$ cat src/rtl/core/handle_table_allocator_unit_macros.svh
// Assertion macros for the handle table allocator.
// No dependencies; expects clk and arst_n in the including scope.
`ifndef HANDLE_TABLE_ALLOCATOR_UNIT_MACROS_SVH
`define HANDLE_TABLE_ALLOCATOR_UNIT_MACROS_SVH

// Same-cycle implication, disabled while in reset.
`define HTAB_ASSERT_NOW(lbl, ante, cons, msg) \
	lbl: assert property (@(posedge clk) disable iff (!arst_n) (ante) |-> (cons)) \
		else $error(msg);

// Next-cycle implication, disabled while in reset.
`define HTAB_ASSERT_NEXT(lbl, ante, cons, msg) \
	lbl: assert property (@(posedge clk) disable iff (!arst_n) (ante) |=> (cons)) \
		else $error(msg);

`endif

$ cat src/rtl/core/htab_pkg.sv
// Shared constants, codes and control/status structs of the handle table.
// No dependencies.
package htab_pkg;

	localparam int TABLE_SIZE = 4096;
	localparam int TYPE_WIDTH = 4;
	localparam int IDX_W      = $clog2(TABLE_SIZE);
	localparam int ACT_W      = 2;
	localparam int HIN_W      = 16;
	localparam int TIN_W      = 4;
	localparam int DATA_W     = 64;
	localparam int HOUT_W     = 12;
	localparam int ST_W       = 2;
	localparam int FLAG_W     = TYPE_WIDTH + 1;
	localparam int ENTRY_W    = FLAG_W + DATA_W;

	typedef logic [IDX_W-1:0] idx_t;

	localparam idx_t ONE_IDX  = idx_t'(1);
	localparam idx_t LAST_IDX = idx_t'(TABLE_SIZE - 1);
	localparam idx_t LAST_M1  = idx_t'(TABLE_SIZE - 2);

	typedef enum logic [ACT_W-1:0] {
		ACT_ALLOC = 2'd0,
		ACT_FREE  = 2'd1,
		ACT_QUERY = 2'd2
	} action_t;

	typedef enum logic [ST_W-1:0] {
		ST_OK      = 2'd0,
		ST_FULL    = 2'd1,
		ST_INVALID = 2'd2,
		ST_BAD     = 2'd3
	} status_t;

	typedef enum logic [2:0] {
		RES_BAD,
		RES_INVALID,
		RES_FULL,
		RES_ALLOC,
		RES_LOOK
	} res_sel_t;

	typedef struct packed {
		logic     clr_wr;
		logic     capture;
		logic     rd_handle;
		logic     scan_init;
		logic     scan_step;
		logic     alloc_wr;
		logic     free_wr;
		logic     res_load;
		res_sel_t res_sel;
		logic     out_load;
	} htab_cmd_t;

	typedef struct packed {
		logic             clr_last;
		logic [ACT_W-1:0] act;
		logic             alloc_bad;
		logic             handle_oor;
		logic             look_valid;
		logic             hit;
		logic             scan_end;
		logic             out_busy;
	} htab_sts_t;

	// Keep only the type bits the table stores.
	function automatic logic [TYPE_WIDTH-1:0] mask_type(input logic [TIN_W-1:0] b);
		logic [TYPE_WIDTH+TIN_W-1:0] ext;
		ext = {{TYPE_WIDTH{1'b0}}, b};
		return ext[TYPE_WIDTH-1:0];
	endfunction

endpackage

$ cat src/rtl/core/htab_ctrl.sv
// Sequencer of the handle table: clearing pass, decode, lookup, scan, reply.
// Depends on htab_pkg.
module htab_ctrl (
	input  logic               clk,
	input  logic               arst_n,
	input  logic               req_valid,
	output logic               req_stall,
	input  htab_pkg::htab_sts_t sts,
	output htab_pkg::htab_cmd_t cmd
);
	import htab_pkg::*;

	typedef enum logic [2:0] {
		S_CLEAR,
		S_IDLE,
		S_DECODE,
		S_LOOK,
		S_SCAN,
		S_RESP
	} state_t;

	state_t state_q;
	state_t state_d;

	assign req_stall = (state_q != S_IDLE);

	always_comb begin
		cmd     = '0;
		cmd.res_sel = RES_BAD;
		state_d = state_q;
		unique case (state_q)
			S_CLEAR: begin
				cmd.clr_wr = 1'b1;
				if (sts.clr_last) begin
					state_d = S_IDLE;
				end
			end
			S_IDLE: begin
				if (req_valid) begin
					cmd.capture = 1'b1;
					state_d     = S_DECODE;
				end
			end
			S_DECODE: begin
				priority if (sts.act == ACT_ALLOC) begin
					if (sts.alloc_bad) begin
						cmd.res_load = 1'b1;
						cmd.res_sel  = RES_BAD;
						state_d      = S_RESP;
					end else begin
						cmd.scan_init = 1'b1;
						state_d       = S_SCAN;
					end
				end else if (sts.act == ACT_FREE || sts.act == ACT_QUERY) begin
					if (sts.handle_oor) begin
						cmd.res_load = 1'b1;
						cmd.res_sel  = RES_INVALID;
						state_d      = S_RESP;
					end else begin
						cmd.rd_handle = 1'b1;
						state_d       = S_LOOK;
					end
				end else begin
					cmd.res_load = 1'b1;
					cmd.res_sel  = RES_BAD;
					state_d      = S_RESP;
				end
			end
			S_LOOK: begin
				cmd.free_wr  = (sts.act == ACT_FREE) && sts.look_valid;
				cmd.res_load = 1'b1;
				cmd.res_sel  = RES_LOOK;
				state_d      = S_RESP;
			end
			S_SCAN: begin
				priority if (sts.hit) begin
					cmd.alloc_wr = 1'b1;
					cmd.res_load = 1'b1;
					cmd.res_sel  = RES_ALLOC;
					state_d      = S_RESP;
				end else if (sts.scan_end) begin
					cmd.res_load = 1'b1;
					cmd.res_sel  = RES_FULL;
					state_d      = S_RESP;
				end else begin
					cmd.scan_step = 1'b1;
				end
			end
			S_RESP: begin
				if (!sts.out_busy) begin
					cmd.out_load = 1'b1;
					state_d      = S_IDLE;
				end
			end
			default: begin
				state_d = S_IDLE;
			end
		endcase
	end

	always_ff @(posedge clk or negedge arst_n) begin
		if (!arst_n) begin
			state_q <= S_CLEAR;
		end else begin
			state_q <= state_d;
		end
	end

endmodule

$ cat config.mk
export PLATFORM = sky130hd
export DESIGN_NAME = htab_ctrl
export DESIGN_NICKNAME = d
export VERILOG_FILES = /design/src/rtl/core/handle_table_allocator_unit_macros.svh /design/src/rtl/core/htab_pkg.sv /design/src/rtl/core/htab_ctrl.sv
export SDC_FILE = /design/constraint.sdc
export NUM_CORES = 1
export LEC_CHECK = 0
export BUFFER_PORTS_ARGS = -buffer_cell sky130_fd_sc_hd__buf_2
export CORE_AREA = 2 2 39 41
export DETAILED_ROUTE_END_ITERATION = 6
export DIE_AREA = 0 0 41 43
export GPL_TIMING_DRIVEN = 0
export RECOVER_POWER = 50
export SLEW_MARGIN = 20
export SYNTH_ARGS = -nofsm -noshare
export SYNTH_HDL_FRONTEND = slang
export SYNTH_SLANG_ARGS = --single-unit
$ cat constraint.sdc
create_clock -name clk -period 3 [get_ports clk]
set_input_delay 0.15 -clock clk [delete_from_list [all_inputs] [get_ports clk]]
set_output_delay 0.15 -clock clk [all_outputs]
set_load 0.05 [all_outputs]
After elaboration in Yosys (flattened, before gate mapping) --
Cells that the tools add are included. Widths: inputs -> output; s select.
Word-level totals: register bits 3, bits in latches 0, memory bits (writable) 0, bits in read-only memories 0, input bits 12, output and inout port bits 13, word-level logic and storage cells 51, memories 0
Cells by class: add/sub/neg operators 0, multipliers 0, divide/modulo/power cells 0, magnitude comparators 0, eq/ne operators 12, shift operators 0, multiplexer cells 33, bitwise operators 0, reduce and logical (&&, ||, !) cells 5
Operator list (number):
- $mux 3 | 8
- $mux 4 | 6
- $pmux 3 s6 | 1
- $mux 1 | 15
- $pmux 4 s3 | 1
- $eq 3x2->1 const B | 2
- $eq 3x3->1 const B | 2
- $ne 2x2->1 const B | 3
- $mux 2 | 2
- $reduce_and 4->1 | 1
- $eq 3x1->1 const B | 1
- $logic_not 3->1 | 1
- $ne 3x1->1 const B | 1
- $ne 3x3->1 const B | 1
- $eq 2x1->1 const B | 1
- $eq 2x2->1 const B | 1
- $logic_not 2->1 | 1
- $logic_and 1x1->1 | 1
- $logic_or 1x1->1 | 1

Logic depth before layout (Yosys ltp) --
depth in word-level cells 5, depth in mapped cells 5, depth with buffers taken out 5

Worst setup path before layout --
Ideal clock, no wire load.
kind flip-flop to output port, from register state_q[0], to output port cmd[0] (netlist name), arrival time 2.154 ns, data required time 2.850 ns, setup slack 0.696 ns, stages on the path, launching flop included 4, buffers on the path 1, cell sequence dfrtp_1 buf_6 inv_2 nor4b_1
RTL lines:
- start: declaration | line htab_ctrl.sv:22 | state_t state_q;
- start signal: assignment | line htab_ctrl.sv:105 | state_q <= state_d;
- end: declaration | line htab_ctrl.sv:9 | output htab_pkg::htab_cmd_t cmd

==> run metrics <==
nets 89; Syn-to-layout area delta 45.7%; Largest Register state_q; Rows 14; TritonCTS Sinks 3; Routed WL 901 um; Post-CTS Hold Fix Bufs 1; critical path class register to primary output; Synth top area share 21.3%; die height 43 um; DRC violations left 0; total track usage 12.7%; Max-Slew Margin vs Limit 60.8%; Synthesized Nets 59; critical path capture point type primary output; Fin Setup TNS 0 ns; ys flop type dfrtp_1; max reg flops 3; DP Wirelength 697 um; share of layout cells above drive strength 1 37.0%; vias 419; Arr. time, crit path 1.69 ns; Pre-antenna DRT Iters 4; n_diodes 0; post-cts sizing count 0; root buffer cell clkbuf_4; synth unique cells 26; ys async rst share 100%; CTS H-tree lvls 1; top flop regs state_q x3; most frequent cell after synthesis nor2_1; Post-synth top cells nor2_1, inv_1, nor3_1; P per Cell Area 920 nW/um2; Clock Tree Buf Depth 2; DR iter-0 viols 2; clock slew seen by the registers of the worst setup and hold paths 0.04 ns; Via density 4.71; Inserted Clock Buffers 3; Yosys Warn Count 0; Max Freq 544 MHz; largest net degree at the start of global routing 11; Max-Cap Viols 0; WL per Instance 10.1 um; synthesized instance count 44; Tightest Pin Transition 0.591 ns; Die Width 41 um; CTS tree built; sequential area share after synthesis 21.3%; crit path max fanout 10; maximum VDD drop 0.197 mV; LEAKAGE 0.285 nW; die area 1760 um2; clk_lat worst skew 0.24 ns; grt ovf 0; post-synth top area cell dfrtp_1; min Tclk post-route 1.84 ns; HP Class input pin to async pin; Core Region 1380 um2; Initial Util 25.5%; Tcrit/Tclk final 61.3%; status finished, final reports clean; final core utilization 37.2%; top post-synthesis cells by area dfrtp_1, ha_1, nor2_1; number of antenna violations at the first check in global routing 0; first-pass GRT wire length 1550 um; number of global-route vias before repair 405; final hold violation count 0; Post-Syn Area 353 um2; count of state elements after synthesis 3; Avg Cell Area, Syn 8.02 um2; clock skew 0.00440 ns; Startpoint Class register; GP Congestion 0.648; I/O Pins 25; worst path required time 2.85 ns; Final Slew Violations 0; number of synthesized flops with an enable pin 0; Setup Buffers After CTS 0; Final setup violation count 0; Port Buffer Count 24; Antenna Violating Nets Remaining 0; RSZ-0062 raised after global routing no
routing by layer:
layer  track usage (%)  share of wire, %
met2              20.3                46
met4              6.00               1.3
met3              4.71               9.3
met1              14.0                43
met5                 0                 0
cell usage in the layout (no fill, tap or decap), types with 2 or more instances in the layout:
cell type and n:
buf_2 21, nor4b_1 2, a21oi_1 2, inv_1 5, or3b_1 2, dfrtp_1 3
nor3_1 4, nor2_1 6, clkbuf_1 6, ha_1 3, o22ai_1 2, clkbuf_4 3
cells by family (layout without fill, tap and decap cells):
| kind of cell | count (synthesis) | count (layout) | synth area share (%) |
|---|---|---|---|
| buffers and inverters | 7 | 36 | 9.93 |
| and+or+nand+nor | 23 | 23 | 43.3 |
| AOI/OAI and AO/OA | 8 | 8 | 14.9 |
| DFF | 3 | 3 | 21.3 |
| adders and majority gates | 3 | 3 | 10.6 |
worst max-delay path, stage by stage (launching register included):
cell      delay, ns
dfrtp_1        0.31
clkbuf_1       0.31
or3b_1         0.45
nor2_4         0.11
buf_2          0.27
worst paths after layout:
kind,from,to,slack [ns],cells past startpoint
max in group asynchronous,arst_n,state_q[2],2.60,2
max,state_q[0],cmd[10],1.16,4
max reg2reg,state_q[0],state_q[1],1.62,4
min,arst_n,state_q[0],0.24,2
min in group clk,sts[4],state_q[2],0.24,3
min reg2reg,state_q[2],state_q[1],0.60,2
layout make-up:
type	count	area [um2]
multi-input cells	34	240
clock buffers	4	26.3
fillers	169	870
inverters	5	18.8
flip-flops and latches	3	75.1
plain buffers	2	8.76
well taps	16	20.0
repair buffers	25	125
metrics by stage:
stage          instances  instance area [um2]  hold WS [ns]  worst slack [ns]  total power [mW]
6_report              89                  514         0.237              1.16             0.473
5_1_grt               89                  514         0.256              1.01             0.512
4_1_cts               89                  529         0.218              1.31             0.505
3_5_place_dp          84                  493       -0.0519              1.40             0.426
3_3_place_gp          84                  493       -0.0541              1.42             0.423
2_1_floorplan         44                  353        -0.146             0.696             0.357
power breakdown:
| group | switching [mW] | total, mW | internal (mW) |
|---|---|---|---|
| Clock | 0.0228 | 0.0728 | 0.0499 |
| Combinational | 0.245 | 0.328 | 0.0829 |
| Sequential | 0.0158 | 0.0726 | 0.0567 |
Note: power is estimated with default switching activity, not from simulation.
